### src/sv/clnws_pkg.sv
// Package for the character LCD nibble write sequencer: types, codes, microcode table.
`timescale 1ns / 1ps
`default_nettype none
package clnws_pkg;

  localparam int RegW    = 10;
  localparam int HoldW   = 16;
  localparam int ExtraW  = 16;
  localparam int CfgIdxW = 3;
  localparam int StepW   = 3;

  localparam logic [HoldW-1:0] HoldMax = '1;

  // Input action codes
  typedef enum logic [1:0] {
    ACT_INSTR  = 2'd0,
    ACT_DATA   = 2'd1,
    ACT_NIBBLE = 2'd2,
    ACT_NONE   = 2'd3
  } action_t;

  // Configuration register indexes
  typedef enum logic [CfgIdxW-1:0] {
    REG_ENABLE_SETUP   = 3'd0,
    REG_ENABLE_HIGH    = 3'd1,
    REG_ENABLE_RECOVER = 3'd2,
    REG_SELECT_SETUP   = 3'd3,
    REG_DATA_SETTLE    = 3'd4
  } reg_idx_t;

  // Microcode field encodings
  typedef enum logic {
    SEL_ONE,
    SEL_WRITE
  } sel_src_t;

  typedef enum logic [1:0] {
    NIB_SHOWN,
    NIB_HIGH,
    NIB_LOW
  } nib_src_t;

  typedef enum logic [1:0] {
    HOLD_SEL_SETUP,
    HOLD_EN_SETUP,
    HOLD_EN_HIGH,
    HOLD_EN_RECOVER
  } hold_src_t;

  typedef struct packed {
    sel_src_t  sel_src;
    logic      enable;
    nib_src_t  nib_src;
    hold_src_t hold_src;
    logic      end_if_single;
    logic      end_always;
  } ctl_t;

  localparam logic [StepW-1:0] EntryData  = 3'd0;
  localparam logic [StepW-1:0] EntryInstr = 3'd1;

  // Microprogram: select setup, then two nibbles of setup / pulse / recover
  function automatic ctl_t ucode_rom(input logic [StepW-1:0] step);
    ctl_t c;
    c = '{SEL_WRITE, 1'b0, NIB_SHOWN, HOLD_EN_SETUP, 1'b0, 1'b1};
    case (step)
      3'd0: c = '{SEL_ONE,   1'b0, NIB_SHOWN, HOLD_SEL_SETUP,  1'b0, 1'b0};
      3'd1: c = '{SEL_WRITE, 1'b0, NIB_HIGH,  HOLD_EN_SETUP,   1'b0, 1'b0};
      3'd2: c = '{SEL_WRITE, 1'b1, NIB_HIGH,  HOLD_EN_HIGH,    1'b0, 1'b0};
      3'd3: c = '{SEL_WRITE, 1'b0, NIB_HIGH,  HOLD_EN_RECOVER, 1'b1, 1'b0};
      3'd4: c = '{SEL_WRITE, 1'b0, NIB_LOW,   HOLD_EN_SETUP,   1'b0, 1'b0};
      3'd5: c = '{SEL_WRITE, 1'b1, NIB_LOW,   HOLD_EN_HIGH,    1'b0, 1'b0};
      3'd6: c = '{SEL_WRITE, 1'b0, NIB_LOW,   HOLD_EN_RECOVER, 1'b0, 1'b1};
      default: c = '{SEL_WRITE, 1'b0, NIB_SHOWN, HOLD_EN_SETUP, 1'b0, 1'b1};
    endcase
    return c;
  endfunction

endpackage
`default_nettype wire

### src/sv/clnws_if.sv
// Channel interfaces for the LCD sequencer: write input, pin step output, configuration.
`timescale 1ns / 1ps
`default_nettype none
interface clnws_in_if import clnws_pkg::*; ();
  logic              valid;
  logic              ready;
  logic [1:0]        action;
  logic [7:0]        value;
  logic [ExtraW-1:0] extra_wait_us;
  modport source (output valid, action, value, extra_wait_us, input ready);
  modport sink   (input valid, action, value, extra_wait_us, output ready);
endinterface

interface clnws_out_if import clnws_pkg::*; ();
  logic             valid;
  logic             ready;
  logic             select_level;
  logic             enable_level;
  logic [3:0]       nibble_lines;
  logic [HoldW-1:0] hold_us;
  logic             last_step;
  modport source (output valid, select_level, enable_level, nibble_lines, hold_us,
                  last_step, input ready);
  modport sink   (input valid, select_level, enable_level, nibble_lines, hold_us,
                  last_step, output ready);
endinterface

interface clnws_cfg_if import clnws_pkg::*; ();
  logic               valid;
  logic               ready;
  logic [CfgIdxW-1:0] index;
  logic [RegW-1:0]    data;
  modport source (output valid, index, data, input ready);
  modport sink   (input valid, index, data, output ready);
endinterface
`default_nettype wire

### src/sv/char_lcd_nibble_write_sequencer.sv
// Top level of the character LCD 4-bit write sequencer.
`timescale 1ns / 1ps
`default_nettype none
// Turns each write transaction into timed pin steps for an HD44780-style LCD in
// 4-bit mode. An instruction byte gives 6 steps, a data byte 7 (a select setup
// step first) and a single high nibble 3; action code 3 is accepted and dropped.
// A write is accepted and then gives one step per cycle while the output is
// taken at once (a stalled output holds the steps back); ready rises again
// as the last step is loaded into the output register.
// The step counter walks a 7-word microcode table; each word
// picks select, enable, nibble and hold source, and flags where a write ends.
// The last step's hold is enable_recover_us plus extra_wait_us (plus
// data_settle_us on data writes), saturated at 65535. Config writes are always
// taken (cfg ready is tied high); indexes past the register list are ignored.
module char_lcd_nibble_write_sequencer
  import clnws_pkg::*;
(
  input  wire logic         clk,
  input  wire logic         rst_n,
  clnws_in_if.sink          in_ch,
  clnws_out_if.source       out_ch,
  clnws_cfg_if.sink         cfg_ch
);

  // Configuration registers
  logic [RegW-1:0] en_setup_r, en_high_r, en_recover_r, sel_setup_r, settle_r;

  // Per-write context, captured at accept
  logic             busy_r, busy_nxt;
  logic [StepW-1:0] pc_r, pc_nxt;
  logic             data_wr_r;
  logic             single_r;
  logic [3:0]       hi_r, lo_r;
  logic [ExtraW:0]  tail_r;          // extra wait plus settle, 17 bits
  logic [3:0]       shown_r, shown_nxt;

  // Output register
  logic             out_valid_r, out_valid_nxt;
  logic             o_sel_r, o_en_r, o_last_r;
  logic [3:0]       o_nib_r;
  logic [HoldW-1:0] o_hold_r;

  ctl_t             ctl;
  logic             in_fire, step_fire, step_end;
  logic             s_sel;
  logic [3:0]       s_nib;
  logic [HoldW-1:0] s_hold;
  logic [ExtraW+1:0] last_sum;

  assign cfg_ch.ready = 1'b1;
  assign in_ch.ready  = !busy_r;
  assign in_fire      = in_ch.valid && in_ch.ready;
  assign step_fire    = busy_r && (!out_valid_r || out_ch.ready);

  assign out_ch.valid        = out_valid_r;
  assign out_ch.select_level = o_sel_r;
  assign out_ch.enable_level = o_en_r;
  assign out_ch.nibble_lines = o_nib_r;
  assign out_ch.hold_us      = o_hold_r;
  assign out_ch.last_step    = o_last_r;

  // Config register file
  always_ff @(posedge clk) begin
    if (!rst_n) begin
      en_setup_r   <= RegW'(10);
      en_high_r    <= RegW'(10);
      en_recover_r <= RegW'(100);
      sel_setup_r  <= RegW'(1);
      settle_r     <= RegW'(50);
    end else if (cfg_ch.valid) begin
      case (reg_idx_t'(cfg_ch.index))
        REG_ENABLE_SETUP:   en_setup_r   <= cfg_ch.data;
        REG_ENABLE_HIGH:    en_high_r    <= cfg_ch.data;
        REG_ENABLE_RECOVER: en_recover_r <= cfg_ch.data;
        REG_SELECT_SETUP:   sel_setup_r  <= cfg_ch.data;
        REG_DATA_SETTLE:    settle_r     <= cfg_ch.data;
        default: ;
      endcase
    end
  end

  // Datapath driven by the current control word
  always_comb begin
    ctl      = ucode_rom(pc_r);
    step_end = ctl.end_always || (ctl.end_if_single && single_r);
    last_sum = (ExtraW+2)'(en_recover_r) + (ExtraW+2)'(tail_r);

    case (ctl.sel_src)
      SEL_ONE:   s_sel = 1'b1;
      SEL_WRITE: s_sel = data_wr_r;
      default:   s_sel = data_wr_r;
    endcase

    case (ctl.nib_src)
      NIB_SHOWN: s_nib = shown_r;
      NIB_HIGH:  s_nib = hi_r;
      NIB_LOW:   s_nib = lo_r;
      default:   s_nib = shown_r;
    endcase

    if (step_end) begin
      // final step: recover plus tail, saturating
      s_hold = (last_sum > (ExtraW+2)'(HoldMax)) ? HoldMax : last_sum[HoldW-1:0];
    end else begin
      case (ctl.hold_src)
        HOLD_SEL_SETUP:  s_hold = HoldW'(sel_setup_r);
        HOLD_EN_SETUP:   s_hold = HoldW'(en_setup_r);
        HOLD_EN_HIGH:    s_hold = HoldW'(en_high_r);
        HOLD_EN_RECOVER: s_hold = HoldW'(en_recover_r);
        default:         s_hold = HoldW'(en_setup_r);
      endcase
    end
  end

  // Sequencer control: step counter, busy flag, output valid, shown nibble
  always_comb begin
    busy_nxt      = busy_r;
    pc_nxt        = pc_r;
    shown_nxt     = shown_r;
    out_valid_nxt = out_valid_r;

    if (out_valid_r && out_ch.ready) out_valid_nxt = 1'b0;

    if (step_fire) begin
      out_valid_nxt = 1'b1;
      if (step_end) begin
        busy_nxt  = 1'b0;
        shown_nxt = single_r ? hi_r : lo_r;
      end else begin
        pc_nxt = pc_r + StepW'(1);
      end
    end

    if (in_fire && (action_t'(in_ch.action) != ACT_NONE)) begin
      busy_nxt = 1'b1;
      pc_nxt   = (action_t'(in_ch.action) == ACT_DATA) ? EntryData : EntryInstr;
    end
  end

  always_ff @(posedge clk) begin
    if (!rst_n) begin
      busy_r      <= 1'b0;
      pc_r        <= '0;
      shown_r     <= '0;
      out_valid_r <= 1'b0;
    end else begin
      busy_r      <= busy_nxt;
      pc_r        <= pc_nxt;
      shown_r     <= shown_nxt;
      out_valid_r <= out_valid_nxt;
    end
  end

  // Write context capture
  always_ff @(posedge clk) begin
    if (in_fire) begin
      data_wr_r <= (action_t'(in_ch.action) == ACT_DATA);
      single_r  <= (action_t'(in_ch.action) == ACT_NIBBLE);
      hi_r      <= in_ch.value[7:4];
      lo_r      <= in_ch.value[3:0];
      tail_r    <= (ExtraW+1)'(in_ch.extra_wait_us) +
                   ((action_t'(in_ch.action) == ACT_DATA) ? (ExtraW+1)'(settle_r)
                                                          : '0);
    end
  end

  // Output payload register
  always_ff @(posedge clk) begin
    if (step_fire) begin
      o_sel_r  <= s_sel;
      o_en_r   <= ctl.enable;
      o_nib_r  <= s_nib;
      o_hold_r <= s_hold;
      o_last_r <= step_end;
    end
  end

endmodule
`default_nettype wire

### src/flat_wrapper.sv
// flat-port wrapper written by rule: the top's interface ports become plain ports
module char_lcd_nibble_write_sequencer_flat import clnws_pkg::*;
  (clk, rst_n, in_ch_valid, in_ch_action, in_ch_value, in_ch_extra_wait_us, in_ch_ready, out_ch_valid, out_ch_select_level, out_ch_enable_level, out_ch_nibble_lines, out_ch_hold_us, out_ch_last_step, out_ch_ready, cfg_ch_valid, cfg_ch_index, cfg_ch_data, cfg_ch_ready);
  clnws_in_if in_ch_i ();
  clnws_out_if out_ch_i ();
  clnws_cfg_if cfg_ch_i ();
  input  wire logic clk;
  input  wire logic rst_n;
  input wire logic [$bits(in_ch_i.valid)-1:0] in_ch_valid;
  input wire logic [$bits(in_ch_i.action)-1:0] in_ch_action;
  input wire logic [$bits(in_ch_i.value)-1:0] in_ch_value;
  input wire logic [$bits(in_ch_i.extra_wait_us)-1:0] in_ch_extra_wait_us;
  output wire logic [$bits(in_ch_i.ready)-1:0] in_ch_ready;
  output wire logic [$bits(out_ch_i.valid)-1:0] out_ch_valid;
  output wire logic [$bits(out_ch_i.select_level)-1:0] out_ch_select_level;
  output wire logic [$bits(out_ch_i.enable_level)-1:0] out_ch_enable_level;
  output wire logic [$bits(out_ch_i.nibble_lines)-1:0] out_ch_nibble_lines;
  output wire logic [$bits(out_ch_i.hold_us)-1:0] out_ch_hold_us;
  output wire logic [$bits(out_ch_i.last_step)-1:0] out_ch_last_step;
  input wire logic [$bits(out_ch_i.ready)-1:0] out_ch_ready;
  input wire logic [$bits(cfg_ch_i.valid)-1:0] cfg_ch_valid;
  input wire logic [$bits(cfg_ch_i.index)-1:0] cfg_ch_index;
  input wire logic [$bits(cfg_ch_i.data)-1:0] cfg_ch_data;
  output wire logic [$bits(cfg_ch_i.ready)-1:0] cfg_ch_ready;
  assign in_ch_i.valid = in_ch_valid;
  assign in_ch_i.action = in_ch_action;
  assign in_ch_i.value = in_ch_value;
  assign in_ch_i.extra_wait_us = in_ch_extra_wait_us;
  assign in_ch_ready = in_ch_i.ready;
  assign out_ch_valid = out_ch_i.valid;
  assign out_ch_select_level = out_ch_i.select_level;
  assign out_ch_enable_level = out_ch_i.enable_level;
  assign out_ch_nibble_lines = out_ch_i.nibble_lines;
  assign out_ch_hold_us = out_ch_i.hold_us;
  assign out_ch_last_step = out_ch_i.last_step;
  assign out_ch_i.ready = out_ch_ready;
  assign cfg_ch_i.valid = cfg_ch_valid;
  assign cfg_ch_i.index = cfg_ch_index;
  assign cfg_ch_i.data = cfg_ch_data;
  assign cfg_ch_ready = cfg_ch_i.ready;
  char_lcd_nibble_write_sequencer u_core (.clk(clk), .rst_n(rst_n), .in_ch(in_ch_i), .out_ch(out_ch_i), .cfg_ch(cfg_ch_i));
endmodule
### config.mk
export PLATFORM = sky130hd
export DESIGN_NAME = char_lcd_nibble_write_sequencer_flat
export DESIGN_NICKNAME = d
export VERILOG_FILES = /design/src/sv/clnws_pkg.sv /design/src/sv/clnws_if.sv /design/src/sv/char_lcd_nibble_write_sequencer.sv /design/src/flat_wrapper.sv
export SDC_FILE = /design/constraint.sdc
export NUM_CORES = 1
export LEC_CHECK = 0
export BUFFER_PORTS_ARGS = -buffer_cell sky130_fd_sc_hd__buf_2
export CORE_UTILIZATION = 45
export DETAILED_ROUTE_END_ITERATION = 6
export GPL_ROUTABILITY_DRIVEN = 1
export PLACE_DENSITY = 0.66
export SYNTH_ARGS = -nofsm -noshare
export SYNTH_HDL_FRONTEND = slang
export SYNTH_SLANG_ARGS = --single-unit
### constraint.sdc
create_clock -name clk -period 2.6 [get_ports clk]
set_input_delay 0.52 -clock clk [delete_from_list [all_inputs] [get_ports clk]]
set_output_delay 0.52 -clock clk [all_outputs]
set_load 0.02 [all_outputs]
Yosys cells after proc, flatten, opt, wreduce, memory -nomap -nowiden --
Index checks and enable logic that the tools add are counted.
Word-level totals: output and inout bits 26, register bits after elaboration 109
Operators by class: bitwise operators 1, reductions and logical operators 23, equality and inequality tests 19, order comparisons 1, $add $sub $neg 3, multiplexer cells 17
Operator list (count):
- $pmux 16 s4 | 1
- $pmux 8 s7 | 1
- $mux 16 | 2
- $add 10x17->18 | 1
- $gt 18x16->1 const B | 1
- $add 16x17->17 | 1
- $reduce_and 2->1 | 8
- $eq 3x2->1 const B | 4
- $eq 3x3->1 const B | 4
- $mux 10 | 1
- $mux 3 | 3
- $eq 2x2->1 const B | 4
- $pmux 4 s2 | 1
- $eq 2x1->1 const B | 3
- $eq 3x1->1 const B | 2
- $logic_not 3->1 | 2
- $mux 1 | 6
- $reduce_bool 2->1 | 3
- $logic_and 1x1->1 | 5
- $mux 4 | 1
- $ne 2x2->1 const B | 2
- $add 3x1->3 const B | 1
- $logic_not 1->1 | 2
- $logic_not 2->1 | 1
- other kinds (3) | 4

Depth between registers and ports, before layout --
word-level depth 7, gate-level depth with buffers 12, mapped depth without buffers 11

Least setup slack after synthesis --
OpenSTA, ideal clock, no wires.
kind input -> register, start input in_ch_action[0], end register u_core.tail_r[14], data pin, path buffers 1, arrival 2460 ps, library setup time 257 ps, path slack -117 ps, stages 10, cells stage by stage nor2b_1 clkbuf_1 and2_1 ha_1 nor2b_1 o31ai_1 a21oi_1 or2_2 a41o_1 xor2_1
On the way: word-level cells in the longest chain between the ends 3
RTL lines:
- start: declaration | line flat_wrapper.sv:10 | input wire logic [$bits(in_ch_i.action)-1:0] in_ch_action;
- $eq 2x1->1 | line char_lcd_nibble_write_sequencer.sv:162 | ((action_t'(in_ch.action) == ACT_DATA) ? (ExtraW+1)'(settle_r)
- $mux 10 | line char_lcd_nibble_write_sequencer.sv:162
- $add 16x17->17 | line char_lcd_nibble_write_sequencer.sv:161 | tail_r <= (ExtraW+1)'(in_ch.extra_wait_us) +
- end signal: assignment | line char_lcd_nibble_write_sequencer.sv:161
- end: declaration | line char_lcd_nibble_write_sequencer.sv:34 | logic [ExtraW:0] tail_r;
No other way between the ends. A chain may end at the register's enable or synchronous reset.

Final worst setup path --
start register u_core.tail_r[0], end register u_core.o_hold_r[5] (netlist: u_core.out_ch.hold_us[5]), data pin
On the way: word-level cells in the longest chain between the ends 4
RTL lines:
- $add 10x17->18 (*) | line char_lcd_nibble_write_sequencer.sv:86 | last_sum = (ExtraW+2)'(en_recover_r) + (ExtraW+2)'(tail_r);
- $gt 18x16->1 | line char_lcd_nibble_write_sequencer.sv:103 | s_hold = (last_sum > (ExtraW+2)'(HoldMax)) ? HoldMax : last_sum[HoldW-1:0];
- $mux 16 (*) | line char_lcd_nibble_write_sequencer.sv:103
- $mux 16 (*) | line char_lcd_nibble_write_sequencer.sv:101 | if (step_end) begin
- net u_core.s_hold[5] | line char_lcd_nibble_write_sequencer.sv:47 | logic [HoldW-1:0] s_hold;
- end signal: assignment | line char_lcd_nibble_write_sequencer.sv:173 | o_hold_r <= s_hold;
- end: declaration | line char_lcd_nibble_write_sequencer.sv:41 | logic [HoldW-1:0] o_hold_r;
The timed path passes the listed nets; every way through them passes the cells marked *.

==> metrics.md <==
| Metric | Value |
|---|---|
| DP HPWL | 10.7 mm |
| Combinational power share | 0.184 |
| CP max FO | 4 |
| Min Tclk post-route | 2560 ps |
| Top FF cell, synth | dfxtp_1 |
| Setup-failing EPs final | 0 |
| GRT Overall Usage | 0.221 |
| Post-layout util | 0.575 |
| Clock Latency Late Sink | 360 ps |
| Ratio of cells with drive above 1 in the final layout | 0.243 |
| Vias | 4,962 |
| CTS tree | built |
| Psw | 0.00113 W |
| Num CTS Buffers | 9 |
| Core Region | 12,700 µm² |
| Clk_skew | 9.98 ps |
| Status | completed |
| Worst reg2reg path startpoint | u_core.tail_r[0] |
| Initial antenna violation count | 0 |
| Fin crit share | 0.985 |
| Max Cap Violations | 0 |
| Post-DR wirelength/cell | 15.6 µm |
| Simple-gate share of the synthesized area | 0.199 |
| Final WL | 14.2 mm |
| Worst slew pin tran | 664 ps |
| Fin Setup TNS | 0 ps |
| Cells after DPL | 889 |
| Worst-path clk slew | 70 ps |
| Compound-Gate Fraction of Synth Area | 0.200 |
| Root buffer cell | clkbuf_16 |
| H-tree levels | 3 |
| Data arrival, critical path | 2660 ps |
| Hold Crit Endpoint | u_core.lo_r[3] |
| Clock sinks | 109 |
| Switch share | 0.266 |
| Ys async rst share | 0 |
| Drt first pass iters | 6 |
| Xor and xnor fraction of the mapped netlist area | 0.0354 |
| Avg Vias per Cell | 5.45 |
| Full die area | 13,600 µm² |
| R2r setup slk | 40 ps |
| Post-Synth Adder-Cell Area | 0.0637 |
| Worst path slowest cell | edfxtp_1 |
| Hold Path Stages | 1 |
| Clock buffer depth | 2 |
| Port Buffers | 68 |
| ANT nets after route | 0 |
| Ant diodes | 0 |
| EDFF count, synth | 50 |
| Terminus of the critical flop-to-flop path | u_core.out_ch.hold_us[5] |
| Mapped cell area | 5930 µm² |
| Die X | 117 µm |
| Hold Vio Cnt, Final | 0 |
| Largest net degree at the start of global routing | 41 |
| Hold WC Path Type | primary input to flop |
| Post-Syn Nets | 706 |
| DRT iter0 DRCs | 322 |
| Die Ht | 117 µm |
| Setup crit end kind | flop |
| Post-synthesis register bit count | 109 |
| Yosys warns | 0 |
| Worst setup margin | 38.6 ps |
| Largest stage delay, worst path | 390 ps |
| Number of global-route vias before repair | 4,710 |
| Hold_ws | 340 ps |
| Critical Path Start Type | flop |
| Largest family of logic cells by synthesized area | compound AO/OA/AOI/OAI gates |
| IR drop worst, VDD | 0.272 mV |
| Initial core utilization | 0.466 |
| Distinct cells, synth | 70 |
| Mux cell area share after synthesis | 0.0122 |
| Clock share of power | 0.360 |
| Nets | 806 |
| Fin cells | 910 |
| Total internal power | 0.00314 W |
| Leak | 2.94 nW |
| Fin. max-slew vios | 0 |
| Syn_area_per_cell | 9.37 µm² |
| Area grow syn2layout | 23.2% |
| Sequential share of power | 0.456 |
| Mapped Cells | 633 |
| Path depth of the worst reg2reg path | 11 |
| DR DRC count | 0 |
| Num ports | 70 |
| Critical path type | flop to flop |
| First-pass GRT wire length | 22.9 mm |
| Placer Congestion | 0.872 |
| Power per cell area | 584 nW/µm² |
| Gr ovfl total | 0 |
| Register area share after synthesis | 0.452 |
| CP cell instances | ha_2 > inv_2 > fa_2 > and2b_2 > o311ai_4 > a211oi_4 > a311o_1 > o31ai_4 > buf_6 > clkbuf_16 > a31oi_1 |
| Unrepaired setup endpoints after global routing | true |
| Critical hold path startpoint | in_ch_value[3] |
| Top achievable clock speed | 390 MHz |
| Max-slew headroom | 0.557 |
| Core Rows | 41 |
| Dpl ws | -371 ps |
| Required time worst endpoint | 2700 ps |
how the worst max path moves through the flow:
stage	endpoint	slack, ps	from	depth (start not counted)
floorplan	u_core.tail_r[14]	7	in_ch_action[0]	10
global placement	u_core.tail_r[14]	-300	in_ch_action[0]	13
detailed placement	u_core.tail_r[14]	-370	in_ch_action[0]	13
CTS	u_core.tail_r[14]	30	in_ch_action[0]	13
global route	u_core.out_ch.hold_us[5]	-40	u_core.tail_r[0]	11
finish	u_core.out_ch.hold_us[5]	40	u_core.tail_r[0]	11
synth_stat cells (all sizes together), types with 4 or more instances:
cell	instances	share of area
a21boi	41	0.052
a222oi	4	0.0067
xor2	9	0.013
buf	13	0.013
a21o	4	0.0051
nor2	30	0.019
inv	20	0.013
and3	11	0.012
dfxtp	59	0.20
a211oi	7	0.011
and2	18	0.019
nor2b	8	0.0084
xnor2	15	0.022
mux2i	5	0.0084
a21oi	28	0.024
clkbuf	17	0.011
nand3	19	0.016
or3	5	0.0061
o21ai	19	0.017
a22oi	7	0.0089
or2	4	0.0042
nand2b	4	0.0042
a221oi	5	0.0074
o21a	7	0.0089
o211a	5	0.0084
ha	27	0.057
a31oi	8	0.0084
nand2	137	0.087
edfxtp	50	0.25
power by group through the flow:
stage	Combinational, W	Sequential (W)	Clock, W
after floorplan	0.000452	0.00200	0
after global placement	0.000712	0.00198	0
after detailed placement	0.000727	0.00198	0
after CTS	0.000734	0.00195	0.00156
after global routing	0.000866	0.00196	0.00163
final	0.000788	0.00195	0.00154
metrics by stage:
stage | cell area (µm²) | power (W)
2_1_floorplan | 5950 | 0.00245
3_3_place_gp | 6750 | 0.00269
3_5_place_dp | 6750 | 0.00271
4_1_cts | 7100 | 0.00423
5_1_grt | 7310 | 0.00445
6_report | 7310 | 0.00427
critical path, delay by kind of cell (launching register included):
kind / cells / cell delay, ps
compound gates: 5 / 930
fa+ha+maj: 2 / 400
flops: 1 / 390
buf+inv: 3 / 350
simple gates: 1 / 240
sequential cells by signal, summed over array words and instances, names as in the netlist:
signal / count
u_core.busy_r: 1
u_core.data_wr_r: 1
u_core.en_high_r: 10
u_core.en_recover_r: 10
u_core.en_setup_r: 10
u_core.hi_r: 4
u_core.lo_r: 4
u_core.out_ch.enable_level: 1
u_core.out_ch.hold_us: 16
u_core.out_ch.last_step: 1
u_core.out_ch.nibble_lines: 4
u_core.out_ch.select_level: 1
u_core.out_ch.valid: 1
u_core.pc_r: 3
u_core.sel_setup_r: 10
u_core.settle_r: 10
u_core.shown_r: 4
u_core.single_r: 1
u_core.tail_r: 17
kinds of logic after synthesis:
family / Yosys count
XOR/XNOR: 24
multiplexers: 7
AND/OR/NAND/NOR: 252
flip-flops: 109
AO/OA/AOI/OAI: 161
other: 1
buffers and inverters: 50
adder cells (fa/ha/maj): 29
cell type report:
| cell class | count | area [µm²] |
|---|---|---|
| Multi-Input combinational cell | 474 | 3210 |
| Timing Repair Buffer | 119 | 786 |
| Tap cell | 172 | 215 |
| Inverter | 20 | 75.1 |
| Sequential cell | 109 | 2680 |
| Clock buffer | 12 | 289 |
| Fill cell | 1147 | 5410 |
| Clock inverter | 4 | 56.3 |
cell usage in the layout (no fill, tap or decap), types with 4 or more instances in the layout:
cell type,netlist,routed
and3_1,11,10
nor2b_1,8,6
mux2i_1,5,5
nand3_1,19,19
a22oi_1,7,6
buf_2,10,68
a211oi_1,6,5
a21boi_0,41,41
buf_4,1,45
dfxtp_1,59,58
inv_1,19,18
a222oi_1,4,4
o211a_1,5,5
nand2_1,137,137
and2_1,18,17
xor2_1,9,9
a21oi_1,28,25
edfxtp_1,50,50
xnor2_1,15,15
o21ai_0,18,18
a31oi_1,8,5
nor2_1,29,29
ha_1,27,25
nand2b_1,4,4
clkbuf_16,0,12
or3_1,4,4
a21o_1,4,4
o21a_1,7,7
routing by layer:
metal / up-vias / GRT usage / share of wire
li1: 2464 / - / -
met1: 2327 / 0.291 / 0.45
met2: 148 / 0.363 / 0.47
met3: 23 / 0.0438 / 0.061
met4: 0 / 0.0776 / 0.019
met5: - / 0 / 0
repair_timing:
item,in CTS,in global routing
gates cloned,0,1
resized for setup,2,30
endpoints found under the setup margin,4,21
hold buffers,0,0
pin swaps,3,5
buffers inserted,0,4
Note: power is estimated with default switching activity, not from simulation.
